File: config.mk
export PLATFORM = sky130hd
export DESIGN_NAME = bitmap_store_with_cursor_clear_flat
export DESIGN_NICKNAME = d
export VERILOG_FILES = /design/src/sv/bsc_pkg.sv /design/src/sv/bsc_if.sv /design/src/sv/bitmap_store_with_cursor_clear.sv /design/src/flat_wrapper.sv
export SDC_FILE = /design/constraint.sdc
export NUM_CORES = 1
export LEC_CHECK = 0
export ABC_AREA = 0
export BUFFER_PORTS_ARGS = -buffer_cell sky130_fd_sc_hd__buf_2
export CAP_MARGIN = 20
export CORE_MARGIN = 2
export CORE_UTILIZATION = 55
export CTS_CLUSTER_SIZE = 30
export DETAILED_ROUTE_END_ITERATION = 10
export PLACE_DENSITY = 0.8
export SYNTH_ARGS = -nofsm -noshare
export SYNTH_HDL_FRONTEND = slang
export SYNTH_SLANG_ARGS = --single-unit
File: constraint.sdc
create_clock -name i_clk -period 4.1 [get_ports i_clk]
set_clock_uncertainty 0.15 [all_clocks]
set_input_delay 0.205 -clock i_clk [delete_from_list [all_inputs] [get_ports i_clk]]
set_output_delay 0.205 -clock i_clk [all_outputs]
set_load 0.03 [all_outputs]
File: src/sv/bsc_pkg.sv
// Shared constants and types for the bit map store with cursor clear.
package bsc_pkg;

    localparam int NUM_BITS  = 1024;
    localparam int WORD_BITS = 32;
    localparam int NUM_WORDS = NUM_BITS / WORD_BITS;
    localparam int WADDR_W   = $clog2(NUM_WORDS);
    localparam int OFF_W     = $clog2(WORD_BITS);

    localparam int MODE_W = 3;
    localparam int IDX_W  = 10;
    localparam int CUR_W  = 11;
    localparam int SIZE_W = 11;

    localparam logic [SIZE_W-1:0]    SIZE_RESET   = SIZE_W'(1024);
    localparam logic [CUR_W-1:0]     CURSOR_RESET = {CUR_W{1'b1}};
    localparam logic [WORD_BITS-1:0] WORD_ONES    = {WORD_BITS{1'b1}};
    localparam logic [WADDR_W-1:0]   LAST_WORD    = WADDR_W'(NUM_WORDS - 1);

    typedef enum logic [MODE_W-1:0] {
        MODE_WRITE     = 3'd0,
        MODE_TEST_CLR  = 3'd1,
        MODE_CLR_NEXT  = 3'd2,
        MODE_FILL      = 3'd3,
        MODE_CLEAR_ALL = 3'd4,
        MODE_READ      = 3'd5,
        MODE_SCAN      = 3'd6
    } t_mode;

endpackage

File: src/sv/bsc_if.sv
// Handshake channels: item input, result output and size register write.
interface bsc_in_if;
    logic                       valid;
    logic                       ready;
    logic [bsc_pkg::MODE_W-1:0] mode;
    logic [bsc_pkg::IDX_W-1:0]  bit_index;
    logic                       write_value;

    modport source (output valid, mode, bit_index, write_value, input ready);
    modport sink   (input valid, mode, bit_index, write_value, output ready);
endinterface

interface bsc_out_if;
    logic                      valid;
    logic                      ready;
    logic                      bit_out;
    logic [bsc_pkg::IDX_W-1:0] first_index;
    logic                      found;
    logic                      all_clear;

    modport source (output valid, bit_out, first_index, found, all_clear, input ready);
    modport sink   (input valid, bit_out, first_index, found, all_clear, output ready);
endinterface

interface bsc_cfg_if;
    logic                       valid;
    logic                       ready;
    logic [bsc_pkg::SIZE_W-1:0] bits_in_use;

    modport source (output valid, bits_in_use, input ready);
    modport sink   (input valid, bits_in_use, output ready);
endinterface

File: src/sv/bitmap_store_with_cursor_clear.sv
// Bit map store with a clearing cursor and a lowest-set-bit scan.
// The map lives in a word memory with one read and one write port; single-bit modes
// (write, test-and-clear, clear next, read) read one word and, but for read, write it back
// modified, through a read state and a write state, or skip both when the index lies
// beyond the map. Fill and clear all act on per-word valid bits plus a fill flag.
// Scan walks the memory one word a cycle through a find-first-set unit. The input is
// ready only while the block is idle; a result sits in an output register and the next
// word is accepted while it waits. The size register may be written at any time the
// block is idle.
module bitmap_store_with_cursor_clear (
    input  logic      i_clk,
    input  logic      i_rst_n,
    bsc_in_if.sink    i_in,
    bsc_out_if.source o_out,
    bsc_cfg_if.sink   i_cfg
);

    typedef enum logic [2:0] {
        S_IDLE,
        S_RD,
        S_WR,
        S_SCAN,
        S_DONE
    } t_state;

    t_state                          r_state, n_state;
    logic [bsc_pkg::MODE_W-1:0]      r_mode, n_mode;
    logic                            r_wv, n_wv;
    logic [bsc_pkg::CUR_W-1:0]       r_tgt, n_tgt;
    logic [bsc_pkg::CUR_W-1:0]       r_cursor, n_cursor;
    logic [bsc_pkg::NUM_WORDS-1:0]   r_valid, n_valid;
    logic                            r_fill, n_fill;
    logic [bsc_pkg::WADDR_W-1:0]     r_addr, n_addr;
    logic                            r_rd_vld, n_rd_vld;
    logic                            r_pv, n_pv;
    logic [bsc_pkg::WADDR_W-1:0]     r_pw, n_pw;
    logic                            r_issued, n_issued;
    logic                            r_found, n_found;
    logic [bsc_pkg::IDX_W-1:0]       r_first, n_first;
    logic [bsc_pkg::WORD_BITS-1:0]   r_acc, n_acc;
    logic                            r_res_bit, n_res_bit;
    logic                            r_res_clear, n_res_clear;
    logic [bsc_pkg::SIZE_W-1:0]      r_bits_in_use, n_bits_in_use;
    logic                            r_out_valid, n_out_valid;
    logic                            r_out_bit, n_out_bit;
    logic [bsc_pkg::IDX_W-1:0]       r_out_first, n_out_first;
    logic                            r_out_found, n_out_found;
    logic                            r_out_clear, n_out_clear;

    logic [bsc_pkg::WORD_BITS-1:0]   r_mem [bsc_pkg::NUM_WORDS];
    logic [bsc_pkg::WORD_BITS-1:0]   r_rd_data;
    logic                            mem_we;
    logic [bsc_pkg::WORD_BITS-1:0]   mem_wdata;

    logic                            in_acc;
    logic                            can_put;
    logic [bsc_pkg::CUR_W-1:0]       new_tgt;
    logic                            new_tgt_ok;
    logic [31:0]                     new_tgt_w;
    logic [31:0]                     tgt_w;
    logic [bsc_pkg::OFF_W-1:0]       tgt_off;
    logic [bsc_pkg::WORD_BITS-1:0]   eff_word;
    logic [bsc_pkg::WORD_BITS-1:0]   mod_word;
    logic [31:0]                     scan_base;
    logic [31:0]                     scan_lim;
    logic [31:0]                     scan_diff;
    logic [bsc_pkg::WORD_BITS-1:0]   scan_mask;
    logic [bsc_pkg::WORD_BITS-1:0]   scan_masked;
    logic [bsc_pkg::OFF_W-1:0]       scan_pos;
    logic [bsc_pkg::WORD_BITS-1:0]   acc_next;

    // Lowest set bit of a word by halving the window; caller checks for zero.
    function automatic logic [bsc_pkg::OFF_W-1:0] ffs_pos(
        input logic [bsc_pkg::WORD_BITS-1:0] w
    );
        logic [bsc_pkg::WORD_BITS-1:0] v;
        logic [bsc_pkg::OFF_W-1:0]     pos;
        v   = w;
        pos = '0;
        for (int s = bsc_pkg::OFF_W - 1; s >= 0; s--) begin
            if ((v & ~(bsc_pkg::WORD_ONES << (1 << s))) == '0) begin
                v      = v >> (1 << s);
                pos[s] = 1'b1;
            end
        end
        return pos;
    endfunction

    assign in_acc       = i_in.valid && i_in.ready;
    assign i_in.ready   = (r_state == S_IDLE);
    assign i_cfg.ready  = 1'b1;
    assign can_put      = !r_out_valid || o_out.ready;

    assign o_out.valid       = r_out_valid;
    assign o_out.bit_out     = r_out_bit;
    assign o_out.first_index = r_out_first;
    assign o_out.found       = r_out_found;
    assign o_out.all_clear   = r_out_clear;

    // Words never written since fill or clear read as the fill value.
    assign eff_word = r_rd_vld ? r_rd_data : {bsc_pkg::WORD_BITS{r_fill}};

    assign tgt_w   = 32'(r_tgt);
    assign tgt_off = tgt_w[bsc_pkg::OFF_W-1:0];

    always_comb begin
        mod_word          = eff_word;
        mod_word[tgt_off] = (bsc_pkg::t_mode'(r_mode) == bsc_pkg::MODE_WRITE) ? r_wv : 1'b0;
    end

    // Scan window for the word under test.
    assign scan_base = 32'({r_pw, {bsc_pkg::OFF_W{1'b0}}});
    assign scan_lim  = (32'(r_bits_in_use) > 32'(bsc_pkg::NUM_BITS)) ?
                       32'(bsc_pkg::NUM_BITS) : 32'(r_bits_in_use);
    assign scan_diff = scan_lim - scan_base;

    always_comb begin
        if (scan_lim >= scan_base + 32'(bsc_pkg::WORD_BITS)) begin
            scan_mask = bsc_pkg::WORD_ONES;
        end else if (scan_lim <= scan_base) begin
            scan_mask = '0;
        end else begin
            scan_mask = ~(bsc_pkg::WORD_ONES << scan_diff[bsc_pkg::OFF_W-1:0]);
        end
    end

    assign scan_masked = eff_word & scan_mask;
    assign scan_pos    = ffs_pos(scan_masked);
    assign acc_next    = r_acc | eff_word;

    always_comb begin
        case (bsc_pkg::t_mode'(i_in.mode))
            bsc_pkg::MODE_TEST_CLR: new_tgt = {1'b0, i_in.bit_index};
            bsc_pkg::MODE_CLR_NEXT: new_tgt = r_cursor + bsc_pkg::CUR_W'(1);
            default:                new_tgt = {1'b0, i_in.bit_index};
        endcase
    end
    assign new_tgt_w  = 32'(new_tgt);
    assign new_tgt_ok = (new_tgt_w < 32'(bsc_pkg::NUM_BITS));

    always_comb begin
        n_state       = r_state;
        n_mode        = r_mode;
        n_wv          = r_wv;
        n_tgt         = r_tgt;
        n_cursor      = r_cursor;
        n_valid       = r_valid;
        n_fill        = r_fill;
        n_addr        = r_addr;
        n_rd_vld      = r_valid[r_addr];
        n_pv          = r_pv;
        n_pw          = r_pw;
        n_issued      = r_issued;
        n_found       = r_found;
        n_first       = r_first;
        n_acc         = r_acc;
        n_res_bit     = r_res_bit;
        n_res_clear   = r_res_clear;
        n_bits_in_use = r_bits_in_use;
        n_out_valid   = r_out_valid;
        n_out_bit     = r_out_bit;
        n_out_first   = r_out_first;
        n_out_found   = r_out_found;
        n_out_clear   = r_out_clear;
        mem_we        = 1'b0;
        mem_wdata     = mod_word;

        if (i_cfg.valid) begin
            n_bits_in_use = i_cfg.bits_in_use;
        end

        if (o_out.ready) begin
            n_out_valid = 1'b0;
        end

        case (r_state)
            S_IDLE: begin
                if (in_acc) begin
                    n_mode      = i_in.mode;
                    n_wv        = i_in.write_value;
                    n_tgt       = new_tgt;
                    n_res_bit   = 1'b0;
                    n_res_clear = 1'b0;
                    n_found     = 1'b0;
                    n_first     = '0;
                    n_state     = S_DONE;
                    case (bsc_pkg::t_mode'(i_in.mode))
                        bsc_pkg::MODE_WRITE, bsc_pkg::MODE_READ,
                        bsc_pkg::MODE_TEST_CLR, bsc_pkg::MODE_CLR_NEXT: begin
                            if (bsc_pkg::t_mode'(i_in.mode) == bsc_pkg::MODE_TEST_CLR ||
                                bsc_pkg::t_mode'(i_in.mode) == bsc_pkg::MODE_CLR_NEXT) begin
                                n_cursor = new_tgt;
                            end
                            // Out-of-map targets read as zero and write nothing.
                            if (new_tgt_ok) begin
                                n_addr  = new_tgt_w[bsc_pkg::OFF_W +: bsc_pkg::WADDR_W];
                                n_state = S_RD;
                            end
                        end
                        bsc_pkg::MODE_FILL: begin
                            n_valid  = '0;
                            n_fill   = 1'b1;
                            n_cursor = bsc_pkg::CURSOR_RESET;
                        end
                        bsc_pkg::MODE_CLEAR_ALL: begin
                            n_valid = '0;
                            n_fill  = 1'b0;
                        end
                        bsc_pkg::MODE_SCAN: begin
                            n_addr   = '0;
                            n_pv     = 1'b0;
                            n_issued = 1'b0;
                            n_acc    = '0;
                            n_state  = S_SCAN;
                        end
                        default: begin
                        end
                    endcase
                end
            end
            S_RD: begin
                n_state = S_WR;
            end
            S_WR: begin
                case (bsc_pkg::t_mode'(r_mode))
                    bsc_pkg::MODE_READ: begin
                        n_res_bit = eff_word[tgt_off];
                    end
                    bsc_pkg::MODE_TEST_CLR: begin
                        n_res_bit        = eff_word[tgt_off];
                        mem_we           = 1'b1;
                        n_valid[r_addr]  = 1'b1;
                    end
                    default: begin
                        mem_we           = 1'b1;
                        n_valid[r_addr]  = 1'b1;
                    end
                endcase
                n_state = S_DONE;
            end
            S_SCAN: begin
                // Issue one word read a cycle; consume the word read the cycle before.
                if (!r_issued) begin
                    n_pw   = r_addr;
                    n_pv   = 1'b1;
                    n_addr = r_addr + bsc_pkg::WADDR_W'(1);
                    if (r_addr == bsc_pkg::LAST_WORD) begin
                        n_issued = 1'b1;
                    end
                end else begin
                    n_pv = 1'b0;
                end
                if (r_pv) begin
                    n_acc = acc_next;
                    if (!r_found && scan_masked != '0) begin
                        n_found = 1'b1;
                        n_first = bsc_pkg::IDX_W'(scan_base + 32'(scan_pos));
                    end
                    if (r_pw == bsc_pkg::LAST_WORD) begin
                        n_res_clear = (acc_next == '0);
                        n_pv        = 1'b0;
                        n_state     = S_DONE;
                    end
                end
            end
            S_DONE: begin
                if (can_put) begin
                    n_out_valid = 1'b1;
                    n_out_bit   = r_res_bit;
                    n_out_first = r_first;
                    n_out_found = r_found;
                    n_out_clear = r_res_clear;
                    n_state     = S_IDLE;
                end
            end
            default: begin
                n_state = S_IDLE;
            end
        endcase
    end

    always_ff @(posedge i_clk) begin
        if (!i_rst_n) begin
            r_state       <= S_IDLE;
            r_cursor      <= bsc_pkg::CURSOR_RESET;
            r_valid       <= '0;
            r_fill        <= 1'b0;
            r_pv          <= 1'b0;
            r_issued      <= 1'b0;
            r_bits_in_use <= bsc_pkg::SIZE_RESET;
            r_out_valid   <= 1'b0;
            r_addr        <= '0;
        end else begin
            r_state       <= n_state;
            r_cursor      <= n_cursor;
            r_valid       <= n_valid;
            r_fill        <= n_fill;
            r_pv          <= n_pv;
            r_issued      <= n_issued;
            r_bits_in_use <= n_bits_in_use;
            r_out_valid   <= n_out_valid;
            r_addr        <= n_addr;
        end
        r_mode      <= n_mode;
        r_wv        <= n_wv;
        r_tgt       <= n_tgt;
        r_rd_vld    <= n_rd_vld;
        r_pw        <= n_pw;
        r_found     <= n_found;
        r_first     <= n_first;
        r_acc       <= n_acc;
        r_res_bit   <= n_res_bit;
        r_res_clear <= n_res_clear;
        r_out_bit   <= n_out_bit;
        r_out_first <= n_out_first;
        r_out_found <= n_out_found;
        r_out_clear <= n_out_clear;
    end

    always_ff @(posedge i_clk) begin
        r_rd_data <= r_mem[r_addr];
        if (mem_we) begin
            r_mem[r_addr] <= mem_wdata;
        end
    end

    a_busy_after_accept: assert property (@(posedge i_clk) disable iff (!i_rst_n)
        in_acc |=> !i_in.ready)
        else $error("input still ready after a word was accepted");

    a_found_not_clear: assert property (@(posedge i_clk) disable iff (!i_rst_n)
        (r_state == S_DONE && r_found) |-> !r_res_clear)
        else $error("scan reports a set bit and an all-clear map together");

    a_cursor_moves_on_accept: assert property (@(posedge i_clk) disable iff (!i_rst_n)
        ($past(i_rst_n) && !$stable(r_cursor)) |-> $past(in_acc))
        else $error("cursor moved without an accepted word");

    a_scan_pipe_in_scan: assert property (@(posedge i_clk) disable iff (!i_rst_n)
        r_pv |-> (r_state == S_SCAN))
        else $error("scan read pending outside of a scan");

    a_write_in_map: assert property (@(posedge i_clk) disable iff (!i_rst_n)
        mem_we |-> (tgt_w < 32'(bsc_pkg::NUM_BITS)))
        else $error("memory write for an index beyond the map");

endmodule
File: src/flat_wrapper.sv
// flat-port wrapper written by rule: the top's interface ports become plain ports
module bitmap_store_with_cursor_clear_flat 
  (i_clk, i_rst_n, i_in_valid, i_in_mode, i_in_bit_index, i_in_write_value, i_in_ready, o_out_valid, o_out_bit_out, o_out_first_index, o_out_found, o_out_all_clear, o_out_ready, i_cfg_valid, i_cfg_bits_in_use, i_cfg_ready);
  bsc_in_if i_in_i ();
  bsc_out_if o_out_i ();
  bsc_cfg_if i_cfg_i ();
  input  logic i_clk;
  input  logic i_rst_n;
  input wire logic [$bits(i_in_i.valid)-1:0] i_in_valid;
  input wire logic [$bits(i_in_i.mode)-1:0] i_in_mode;
  input wire logic [$bits(i_in_i.bit_index)-1:0] i_in_bit_index;
  input wire logic [$bits(i_in_i.write_value)-1:0] i_in_write_value;
  output wire logic [$bits(i_in_i.ready)-1:0] i_in_ready;
  output wire logic [$bits(o_out_i.valid)-1:0] o_out_valid;
  output wire logic [$bits(o_out_i.bit_out)-1:0] o_out_bit_out;
  output wire logic [$bits(o_out_i.first_index)-1:0] o_out_first_index;
  output wire logic [$bits(o_out_i.found)-1:0] o_out_found;
  output wire logic [$bits(o_out_i.all_clear)-1:0] o_out_all_clear;
  input wire logic [$bits(o_out_i.ready)-1:0] o_out_ready;
  input wire logic [$bits(i_cfg_i.valid)-1:0] i_cfg_valid;
  input wire logic [$bits(i_cfg_i.bits_in_use)-1:0] i_cfg_bits_in_use;
  output wire logic [$bits(i_cfg_i.ready)-1:0] i_cfg_ready;
  assign i_in_i.valid = i_in_valid;
  assign i_in_i.mode = i_in_mode;
  assign i_in_i.bit_index = i_in_bit_index;
  assign i_in_i.write_value = i_in_write_value;
  assign i_in_ready = i_in_i.ready;
  assign o_out_valid = o_out_i.valid;
  assign o_out_bit_out = o_out_i.bit_out;
  assign o_out_first_index = o_out_i.first_index;
  assign o_out_found = o_out_i.found;
  assign o_out_all_clear = o_out_i.all_clear;
  assign o_out_i.ready = o_out_ready;
  assign i_cfg_i.valid = i_cfg_valid;
  assign i_cfg_i.bits_in_use = i_cfg_bits_in_use;
  assign i_cfg_ready = i_cfg_i.ready;
  bitmap_store_with_cursor_clear u_core (.i_clk(i_clk), .i_rst_n(i_rst_n), .i_in(i_in_i), .o_out(o_out_i), .i_cfg(i_cfg_i));
endmodule
Word-level counts from Yosys, hierarchy flattened --
Memories as Yosys holds them, arrays and structs flattened. A register that Yosys moved wholly into a read port is not among the register bits. Cells that the tools add are included.
Storage, ports and cells: RAM bits 1024, bits in registers 139, input port bits 30, logic and storage cells 184, memories 1, output and inout port bits 16
Memories:
- u_core.r_mem | words 32, bits a word 32, read ports 1, clocked after memory_dff 1, wr ports 1, RTL line bitmap_store_with_cursor_clear.sv:50 | logic [bsc_pkg::WORD_BITS-1:0] r_mem [bsc_pkg::NUM_WORDS];
Operators by class: shift-type cells 1, magnitude comparators 8, $add $sub $neg 5, multiplexer cells 76, reduce and logical (&&, ||, !) cells 38, equal/unequal tests 27, bitwise logic cells 5
Operators with widths (count):
- 2-to-1 mux 32 bit | 9
- logical NOT 32 bit | 6
- case mux 32 bit (2 select lines) | 2
- OR 32 bit | 2
- 2-to-1 mux 11 bit | 3
- bitwise AND 32 bit | 1
- bitwise mux 32 bit | 1
- inverter 32 bit | 1
- nonzero test 32 bit | 1
- << shifter 32 x 5 -> 32 bit (first input constant) | 1
- 2-to-1 mux 1 bit | 31
- 2-to-1 mux 10 bit | 3
- AND reduction 4 bit | 6
- case mux 11 bit (2 select lines) | 1
- case mux 10 bit (2 select lines) | 1
- case mux 5 bit (2 select lines) | 2
- 2-to-1 mux 3 bit | 6
- equality test 3 bit (second input constant) | 5
- 2-to-1 mux 15 bit | 1
- 2-to-1 mux 5 bit | 3
- case mux 3 bit (5 select lines) | 1
- equality test 3 x 2 -> 1 bit (second input constant) | 4
- less-than comparator 5 x 6 -> 1 bit (second input constant) | 2
- inequality test 2 bit (second input constant) | 6
- other kinds (30) | 61

Longest topological paths before layout --
Gate-level depths: netlist of the first run.
word-level depth 22, depth in mapped cells 17, depth with buffers taken out 15

Worst setup path after synthesis of the first run --
OpenSTA, ideal clock, no wires.
kind register to register, start point register u_core.r_pw[0] in the netlist's numbering, end point register u_core.r_first[0] in the netlist's numbering, enable pin, data arrival time 3724 ps, data required time 3568 ps, cell stages (with the launch flop) 16, buffers on the path 1, slack -157 ps, period minus slack after synthesis 4257 ps, setup time 382 ps, cell sequence edfxtp_1 -> ha_1 -> and3_1 -> ha_1 -> inv_1 -> ha_1 -> nand2_1 -> o21ai_1 -> clkbuf_1 -> nor3_1 -> a21oi_1 -> a21oi_1 -> a41o_1 -> and2_1 -> a31o_2 -> a21oi_1
On the way: cells in the longest elaborated chain, start to end 8, elaborated cells between the ends (all ways) 10, those cells by class 1 x add/sub; 2 x order compare; 1 x eq/ne; 2 x mux; 1 x bitwise; 3 x reduce/logical
RTL lines:
- start: declaration | RTL line bitmap_store_with_cursor_clear.sv:36 | logic [bsc_pkg::WADDR_W-1:0] r_pw, n_pw;
- start signal: assignment | RTL line bitmap_store_with_cursor_clear.sv:308 | r_pw <= n_pw;
- adder 10 x 6 -> 11 bit or <= comparator 11 x 10 -> 1 bit (tied branches) | RTL line bitmap_store_with_cursor_clear.sv:118, bitmap_store_with_cursor_clear.sv:120
- >= comparator 11 bit or 2-to-1 mux 32 bit (tied branches) | RTL line bitmap_store_with_cursor_clear.sv:118, bitmap_store_with_cursor_clear.sv:120
- 2-to-1 mux 32 bit (*) | RTL line bitmap_store_with_cursor_clear.sv:118 | if (scan_lim >= scan_base + 32'(bsc_pkg::WORD_BITS)) begin
- bitwise AND 32 bit (*) | RTL line bitmap_store_with_cursor_clear.sv:127 | assign scan_masked = eff_word & scan_mask;
- nonzero test 32 bit (*) | RTL line bitmap_store_with_cursor_clear.sv:255 | if (!r_found && scan_masked != '0) begin
- logical AND 1 bit (*) | RTL line bitmap_store_with_cursor_clear.sv:255
- inequality test 2 x 1 -> 1 bit (no source line) (*)
- AND reduction 4 bit (no source line) (*)
- end signal: assignment | RTL line bitmap_store_with_cursor_clear.sv:310 | r_first <= n_first;
- end: declaration | RTL line bitmap_store_with_cursor_clear.sv:39 | logic [bsc_pkg::IDX_W-1:0] r_first, n_first;
Mark *: on every way between the ends. The rest lies on a longest branch, timed or not. A chain may end at the register's enable or synchronous reset.

Worst setup path in the final report of the first run --
start point register u_core.r_pw[1] in the netlist's numbering, end point register u_core.r_first[0] in the netlist's numbering (data pin)
On the way: cells in the longest elaborated chain, start to end 18, elaborated cells between the ends (all ways) 20, those cells by class 2 x add/sub; 2 x order compare; 10 x mux; 1 x bitwise; 5 x reduce/logical
RTL lines:
- adder 10 x 6 -> 11 bit or <= comparator 11 x 10 -> 1 bit (tied branches) | RTL line bitmap_store_with_cursor_clear.sv:118, bitmap_store_with_cursor_clear.sv:120
- >= comparator 11 bit or 2-to-1 mux 32 bit (tied branches) | RTL line bitmap_store_with_cursor_clear.sv:118, bitmap_store_with_cursor_clear.sv:120
- 2-to-1 mux 32 bit (*) | RTL line bitmap_store_with_cursor_clear.sv:118
- bitwise AND 32 bit (*) | RTL line bitmap_store_with_cursor_clear.sv:127
- logical NOT 32 bit | RTL line bitmap_store_with_cursor_clear.sv:81 | if ((v & ~(bsc_pkg::WORD_ONES << (1 << s))) == '0) begin
- 2-to-1 mux 15 bit (*) | RTL line bitmap_store_with_cursor_clear.sv:81
- logical NOT 32 bit | RTL line bitmap_store_with_cursor_clear.sv:81
- 2-to-1 mux 7 bit (*) | RTL line bitmap_store_with_cursor_clear.sv:81
- [... 2 more ...]
- logical NOT 32 bit | RTL line bitmap_store_with_cursor_clear.sv:81
- 2-to-1 mux 1 bit (*) | RTL line bitmap_store_with_cursor_clear.sv:81
- logical NOT 32 bit (*) | RTL line bitmap_store_with_cursor_clear.sv:81
- 2-to-1 mux 1 bit (*) | RTL line bitmap_store_with_cursor_clear.sv:81
- adder 10 x 5 -> 10 bit (*) | RTL line bitmap_store_with_cursor_clear.sv:257 | n_first = bsc_pkg::IDX_W'(scan_base + 32'(scan_pos));
- 2-to-1 mux 10 bit (*) | RTL line bitmap_store_with_cursor_clear.sv:255
- 2-to-1 mux 10 bit (*) | RTL line bitmap_store_with_cursor_clear.sv:253 | if (r_pv) begin
- case mux 10 bit (2 select lines) (*) | RTL line bitmap_store_with_cursor_clear.sv:176 | case (r_state)
Mark *: on every way between the ends. The rest lies on a longest branch, timed or not. The select of a mux whose other input is x is not followed.

==> metrics.md, run 1 <==
| Metric | Value |
|---|---|
| Status | `finished, violations left` |
| Failing checks | `setup timing` |
| Register area share after synthesis | `73.3%` |
| RR Endpoint | `u_core.r_first[0]$_SDFFCE_PN0P_` |
| Worst-Margin Slew | `~1.1 ns` |
| WL final | `132 mm` |
| Critical Path AT | `between 4 and 5 ns` |
| Gr usage total | `29.7%` |
| Nets | `2907` |
| Final Slew Violations | `0` |
| Final setup fails | `2` |
| Tcrit/Tclk final | `101%` |
| Core box area | `0.0854 mm2` |
| Crit path time final | `4.14 ns` |
| Largest net degree at the start of global routing | `100` |
| Slew HR | `27.8%` |
| Peak VDD IR | `0.000415 V` |
| Total gr overflow | `0` |
| Pre-antenna DRT Iters | `6` |
| Reg2reg start | `u_core.r_pw[1]$_DFFE_PP_` |
| Clk sinks | `approximately 1200` |
| Flop-to-flop setup slack | `-0.04 ns` |
| Clk network pwr share | `between 30% and 40%` |
| CP Capture Type | `flip-flop` |
| Synth Instances | `2594` |
| Placed Cells | `between 3000 and 4000` |
| Hold path startpoint | `i_in_write_value` |
| CP max FO | `7` |
| IO Count | `46` |
| Vias | `roughly 28000` |
| Leak | `18.2 nW` |
| Hold Crit Depth | `2` |
| FF-to-FF path depth | `19` |
| Synth unique cells | `81` |
| First-pass GRT wire length | `191 mm` |
| Synthesized flop and latch total | `1195` |
| Synthesized Nets | `2643` |
| Synth-to-Final Area Change | `16.3%` |
| Setup ws final | `-0.0383 ns` |
| Internal | `20.6 mW` |
| Max-Cap Viols | `0` |
| Sw power | `6.71 mW` |
| Setup TNS | `-0.0529 ns` |
| WL per Instance | `32.3 um` |
| Die W | `298 um` |
| HP Class | `primary input to flip-flop` |
| Total die area | `between 0.08 and 0.09 mm2` |
| Synthesized cell area | `between 0.04 and 0.05 mm2` |
| Synth warn | `0` |
| Layout cells sized above 1 | `28.4%` |
| Final HPWL from detailed placement | `75.4 mm` |
| H-tree levels | `3` |
| Critical path class | `flip-flop to flip-flop` |
| Syn_area_per_cell | `~18 um2` |
| Post-synth EDFFs | `1096` |
| DRC violations left | `0` |
| Pwr/cell area | `493 mW/mm2` |
| Post-synth top flop | `edfxtp_1` |
| Initial Util | `55.7%` |
| WHS Endpoint | `u_core.r_wv$_DFFE_PP_` |
| Routability cong. | `0.932` |
| Initial antenna violation count | `4` |
| Final Core Density | `64.8%` |
| RSZ-0062 raised after global routing | `true` |
| CTS tree | `built` |
| Die H | `298 um` |
| Worst skew pair latency | `0.71 ns` |
| Post-DRT Antenna Nets | `0` |
| # diodes | `0` |
| Hold Vio Cnt, Final | `0` |
| Comb pwr share | `a little under an eighth` |
| Share of power burned in registers | `51.3%` |
| Clk root buf | `clkbuf_16` |
| Vias in the first global route | `28100` |
| Sw Ratio | `24.6%` |
| Maximum clock frequency | `242 MHz` |
| DRT iter0 DRCs | `3886` |
| FP Rows | `between 100 and 150` |
| Clk slew on worst S/H paths | `0.06 ns` |
| Async SR Flop Fraction | `0%` |
| Num CTS Buffers | `approximately 110` |
| Startpoint Class | `flip-flop` |
| Post-Route Hold Slack | `0.139 ns` |
| Vias per cell | `6.81` |
| Overall power | `~27 mW` |
| Max clock buf depth | `3` |
| WP data required | `4.37 ns` |
| Cell Count, Final, Fillers Out | `4098` |
| IO Port Bufs | `44` |
cell usage after synthesis, drive strengths merged (19+ instances only):
cell type / n / area [um2]
a21o: 19 / 143
a21oi: 125 / 626
a221oi: 27 / 243
a22o: 24 / 210
a22oi: 29 / 218
a31oi: 21 / 131
buf: 54 / 233
clkbuf: 104 / 390
dfxtp: 99 / 1980
edfxtp: 1096 / 32900
ha: 19 / 238
inv: 30 / 113
mux2i: 90 / 901
mux4: 268 / 6040
nand2: 94 / 353
nand3: 23 / 115
nor2: 184 / 698
nor2b: 21 / 131
nor3: 27 / 158
o21ai: 43 / 215
o221ai: 25 / 219
through the flow:
step | setup WS [ns] | instance area (um2)
final | -0.0383 | 55400
after floorplan | 0.0770 | 47600
after global placement | -0.0548 | 50900
after detailed placement | -0.0372 | 50900
after global routing | -0.170 | 55400
after CTS | 0.00149 | 55000
final cells by class:
cell class	count	area (um2)
clock buffers	145	2960
clock inverters	62	624
fillers	5468	30000
inverters	31	119
multi-input cells	1210	12700
flip-flops and latches	1195	34900
well taps	1144	1430
repair buffers	311	2610
what timing repair did:
action / CTS / global route
pin swaps: 6 / 21
buffers inserted: 1 / 15
endpoints found under the hold margin: 42 / 0
hold buffers: 41 / 0
gates resized for setup: 7 / 54
setup endpoints to repair: 2 / 14
worst max-delay path, cell delays in order, from the launching register on:
cell and delay [ns]:
edfxtp_1 0.41, ha_2 0.21, and3_4 0.19, ha_4 0.25
inv_2 0.04, ha_4 0.21, nand2_4 0.07, buf_6 0.11
nor2_4 0.03, o31a_4 0.14, buf_6 0.15, or3_4 0.37
a221oi_4 0.29, a31oi_2 0.16, o31ai_2 0.24, buf_4 0.20
buf_6 0.11, o211ai_1 0.13, a2111oi_4 0.32, nor4_2 0.09
sequential cells by signal (all words and copies together) (netlist names), 10 cells and up:
signal	flops
u_core.o_out.first_index	10
u_core.r_acc	32
u_core.r_bits_in_use	11
u_core.r_cursor	11
u_core.r_first	10
u_core.r_mem	1024
u_core.r_rd_data	32
u_core.r_valid	32
cell usage in the layout, fill, tap and decap left out, types with 10 or more instances in the layout:
| cell type | Yosys | layout |
|---|---|---|
| a221oi_1 | 26 | 26 |
| a31oi_1 | 21 | 10 |
| o21ai_0 | 40 | 37 |
| nor2_1 | 183 | 142 |
| buf_12 | 1 | 20 |
| a31oi_2 | 0 | 11 |
| clkbuf_1 | 104 | 26 |
| o22ai_1 | 12 | 12 |
| nand2b_1 | 10 | 10 |
| nor2b_1 | 21 | 20 |
| a22oi_1 | 29 | 29 |
| edfxtp_1 | 1096 | 1096 |
| clkinv_2 | 0 | 22 |
| mux4_2 | 268 | 268 |
| nand3_1 | 23 | 22 |
| clkinv_1 | 1 | 18 |
| inv_1 | 30 | 28 |
| buf_2 | 5 | 44 |
| a22o_1 | 24 | 24 |
| mux2i_2 | 0 | 17 |
| nand2_1 | 94 | 91 |
| dfxtp_1 | 99 | 95 |
| o221ai_1 | 25 | 24 |
| a21oi_1 | 125 | 118 |
| clkbuf_8 | 0 | 10 |
| mux2i_1 | 90 | 71 |
| dlygate4sd3_1 | 0 | 41 |
| clkbuf_16 | 0 | 109 |
| buf_4 | 2 | 198 |
| and2_1 | 11 | 11 |
| nor3_1 | 25 | 24 |
| nor2_4 | 1 | 38 |
| ha_1 | 19 | 14 |
| a21o_1 | 19 | 19 |
how the worst max path moves through the flow:
stage | startpoint | end | depth (start not counted)
CTS | u_core.r_pw[0]$_DFFE_PP_ | u_core.r_first[0]$_SDFFCE_PN0P_ | 17
finish | u_core.r_pw[1]$_DFFE_PP_ | u_core.r_first[0]$_SDFFCE_PN0P_ | 19
detailed placement | u_core.r_pw[0]$_DFFE_PP_ | u_core.r_first[0]$_SDFFCE_PN0P_ | 17
global placement | u_core.r_pw[0]$_DFFE_PP_ | u_core.r_first[0]$_SDFFCE_PN0P_ | 17
global route | u_core.r_pw[1]$_DFFE_PP_ | u_core.r_first[1]$_SDFFCE_PN0P_ | 19
floorplan | u_core.r_pw[0]$_DFFE_PP_ | u_core.r_first[0]$_SDFFCE_PN0P_ | 16
logic make-up (layout without fill, tap and decap cells):
logic type	count (synthesis)	in the layout	synth area share, %
AO/OA/AOI/OAI	396	396	5.66
XOR/XNOR	11	11	0.202
adder cells (fa/ha/maj)	19	19	0.500
buffers and inverters	189	549	1.55
flip-flops	1195	1195	73.3
multiplexers	359	359	14.6
other	1	1	0.00788
AND/OR/NAND/NOR	424	424	4.15
power by group through the flow:
stage	Sequential, mW	Combinational [mW]	Clock, mW
2_1_floorplan	14.1	1.81	0
3_3_place_gp	14.2	2.75	0
3_5_place_dp	14.2	2.83	0
4_1_cts	14.0	2.94	10.2
5_1_grt	14.0	3.30	10.6
6_report	14.0	3.13	10.2
layer usage:
layer	up-vias	part of all wire, %	track usage [%]
met5	-	0.062	0.595
met4	8	5.5	15.0
met3	422	11	5.88
met2	2201	49	48.2
met1	14200	35	38.5
li1	11100	-	-
Power figures use the tool's default switching activity.
==> inputs of run 2 (changes only) <==
--- a/config.mk
+++ b/config.mk
@@ -13,6 +13,7 @@
 export CTS_CLUSTER_SIZE = 30
 export DETAILED_ROUTE_END_ITERATION = 10
 export PLACE_DENSITY = 0.8
+export SKIP_CTS_REPAIR_TIMING = 1
 export SYNTH_ARGS = -nofsm -noshare
 export SYNTH_HDL_FRONTEND = slang
 export SYNTH_SLANG_ARGS = --single-unit
==> run 2 against run 1 <==
Compared with the run above:
- clock power barely moved
- critical endpoint unchanged
- global-route usage fell by 0.23 points
- worst hold slack got worse by 0.043 ns
- critical path depth fell by 1
- final cell count barely moved
- total power barely moved
- sequential share of layout area barely moved
- register-to-register slack improved by 0.03 ns
- core utilization barely moved
- flip-flop and latch count did not move
- the run still ends with setup timing left
==> metrics.md, run 2 (synthesis gave the netlist of run 1 again) <==
| Metric | Value |
|---|---|
| Num CTS Buffers | `109` |
| Gr usage total | `29.5%` |
| DRC violations left | `0` |
| Share of power burned in registers | `51.3%` |
| Post-DRT Antenna Nets | `0` |
| Setup crit start | `u_core.r_pw[1]$_DFFE_PP_` |
| Pwr/cell area | `493 mW/mm2` |
| Status | `finished, violations left` |
| Final setup fails | `1` |
| Layout cells sized above 1 | `between 20% and 30%` |
| Failing checks | `setup timing` |
| FF/Latch Area | `0.0349 mm2` |
| Clk sinks | `~1200` |
| Hold path startpoint | `i_in_bit_index[9]` |
| WL final | `132 mm` |
| Total gr overflow | `0` |
| FP Rows | `107` |
| Commonest non-fill, non-tap cells in the layout | `1096 x edfxtp_1, 268 x mux4_2, 198 x buf_4, 143 x nor2_1, 117 x a21oi_1` |
| Die W | `just under 300 um` |
| Layout fillers | `5472` |
| Clk slew on worst S/H paths | `about 0.060 ns` |
| Worst skew pair latency | `~0.71 ns` |
| Multi-input gate area | `~0.013 mm2` |
| Die H | `a little under 300 um` |
| Vias per cell | `6.80` |
| CP max FO | `7` |
| Hold Vio Cnt, Final | `0` |
| Critical Path AT | `4.37 ns` |
| Biggest register | `u_core.r_mem` |
| First-pass GRT wire length | `190 mm` |
| Crit path time final | `4.11 ns` |
| DRT iter0 DRCs | `3828` |
| Synth-to-Final Area Change | `16.3%` |
| HP Class | `primary input to flip-flop` |
| Total die area | `0.0889 mm2` |
| Initial Util | `55.7%` |
| RSZ-0062 raised after global routing | `true` |
| Setup ws final | `-0.00590 ns` |
| Slew HR | `27.0%` |
| Largest register FFs | `1024` |
| Routability cong. | `0.932` |
| Commonest non-fill, non-tap cell in the layout | `edfxtp_1` |
| Max-Cap Viols | `0` |
| Critical path class | `flip-flop to flip-flop` |
| Largest net degree at the start of global routing | `100` |
| IO Port Bufs | `44` |
| Pre-CTS setup slack | `-0.0372 ns` |
| Setup TNS | `-0.00590 ns` |
| Clk network pwr share | `37.2%` |
| Startpoint Class | `flip-flop` |
| IO Count | `46` |
| Sw Ratio | `24.5%` |
| Peak VDD IR | `0.000417 V` |
| Reg2reg start | `u_core.r_pw[1]$_DFFE_PP_` |
| Worst-Margin Slew | `1.07 ns` |
| Vias in the first global route | `27900` |
| CP Capture Type | `flip-flop` |
| H-tree levels | `3` |
| Max clock buf depth | `3` |
| Nets | `2904` |
| Maximum clock frequency | `~240 MHz` |
| CTS tree | `built` |
| Comb pwr share | `11.4%` |
| Tcrit/Tclk final | `100%` |
| Final HPWL from detailed placement | `~75 mm` |
| Vias | `around 28000` |
| WL per Instance | `between 30 and 40 um` |
| Core box area | `0.0854 mm2` |
| Clk root buf | `clkbuf_16` |
| Final Slew Violations | `0` |
| Flop-to-flop setup slack | `-0.006 ns` |
| Internal | `20.6 mW` |
| Leak | `roughly 18 nW` |
| Pre-antenna DRT Iters | `7` |
| Initial antenna violation count | `3` |
| WP data required | `between 4 and 5 ns` |
| Sw power | `around 6.7 mW` |
-- run 2: final timing paths --
kind,to,cells past startpoint
worst max-delay path,u_core.r_first[0]$_SDFFCE_PN0P_,18
worst min-delay path,u_core.r_addr[4]$_SDFFE_PN0P_,6
worst max register to register,u_core.r_first[0]$_SDFFCE_PN0P_,18
worst min register to register,u_core.o_out.first_index[5]$_DFFE_PP_,0
-- run 2: worst max-delay path: stages, from the launching register on --
cell	delay, ns
edfxtp_1	0.41
ha_2	0.21
and3_4	0.19
ha_4	0.26
inv_2	0.04
ha_4	0.21
nand2_4	0.09
nor2_4	0.05
o31a_4	0.13
buf_6	0.15
or3_4	0.37
a221oi_4	0.30
a31oi_2	0.16
o31ai_2	0.24
buf_4	0.19
buf_6	0.10
o211ai_1	0.14
a2111oi_4	0.34
nor4_2	0.09
-- run 2: power by group through the flow --
stage          combinational [mW]  sequential (mW)  clock [mW]
6_report                     3.12             14.0        10.2
3_5_place_dp                 2.83             14.2           0
4_1_cts                      2.89             14.0        10.2
2_1_floorplan                1.81             14.1           0
5_1_grt                      3.28             14.0        10.6
3_3_place_gp                 2.75             14.2           0
-- run 2: stage by stage --
stage                     instances  hold slack, ns  instance area [um2]  power [mW]  util [%]
after global placement         3833           0.238                50900        17.0      59.6
final                          4096          0.0963                55300        27.3      64.8
after global routing           4095           0.153                55300        27.9      64.8
after detailed placement       3833           0.240                50900        17.1      59.6
after floorplan                2594           0.154                47600        15.9         -
after CTS                      4040          -0.469                54500        27.1      63.8
-- run 2: layout make-up --
type,instances,share of cell area (%)
tap,1144,2.59
clock inverter,62,1.13
clock buffer,145,5.35
timing repair buffer,308,4.66
multi-input combinational,1210,23.0
inverter,31,0.215
antenna,1,0.00452
sequential,1195,63.1
-- run 2: layer usage --
layer / global-route usage (%) / vias to the layer above / share of wire, % / wire, um
met5: 0.595 / - / 0.031 / 41
met4: 14.9 / 6 / 5.4 / 7200
met3: 5.85 / 424 / 11 / 14300
met2: 47.7 / 2062 / 49 / 64300
met1: 38.4 / 14300 / 35 / 46400
li1: - / 11100 / - / -
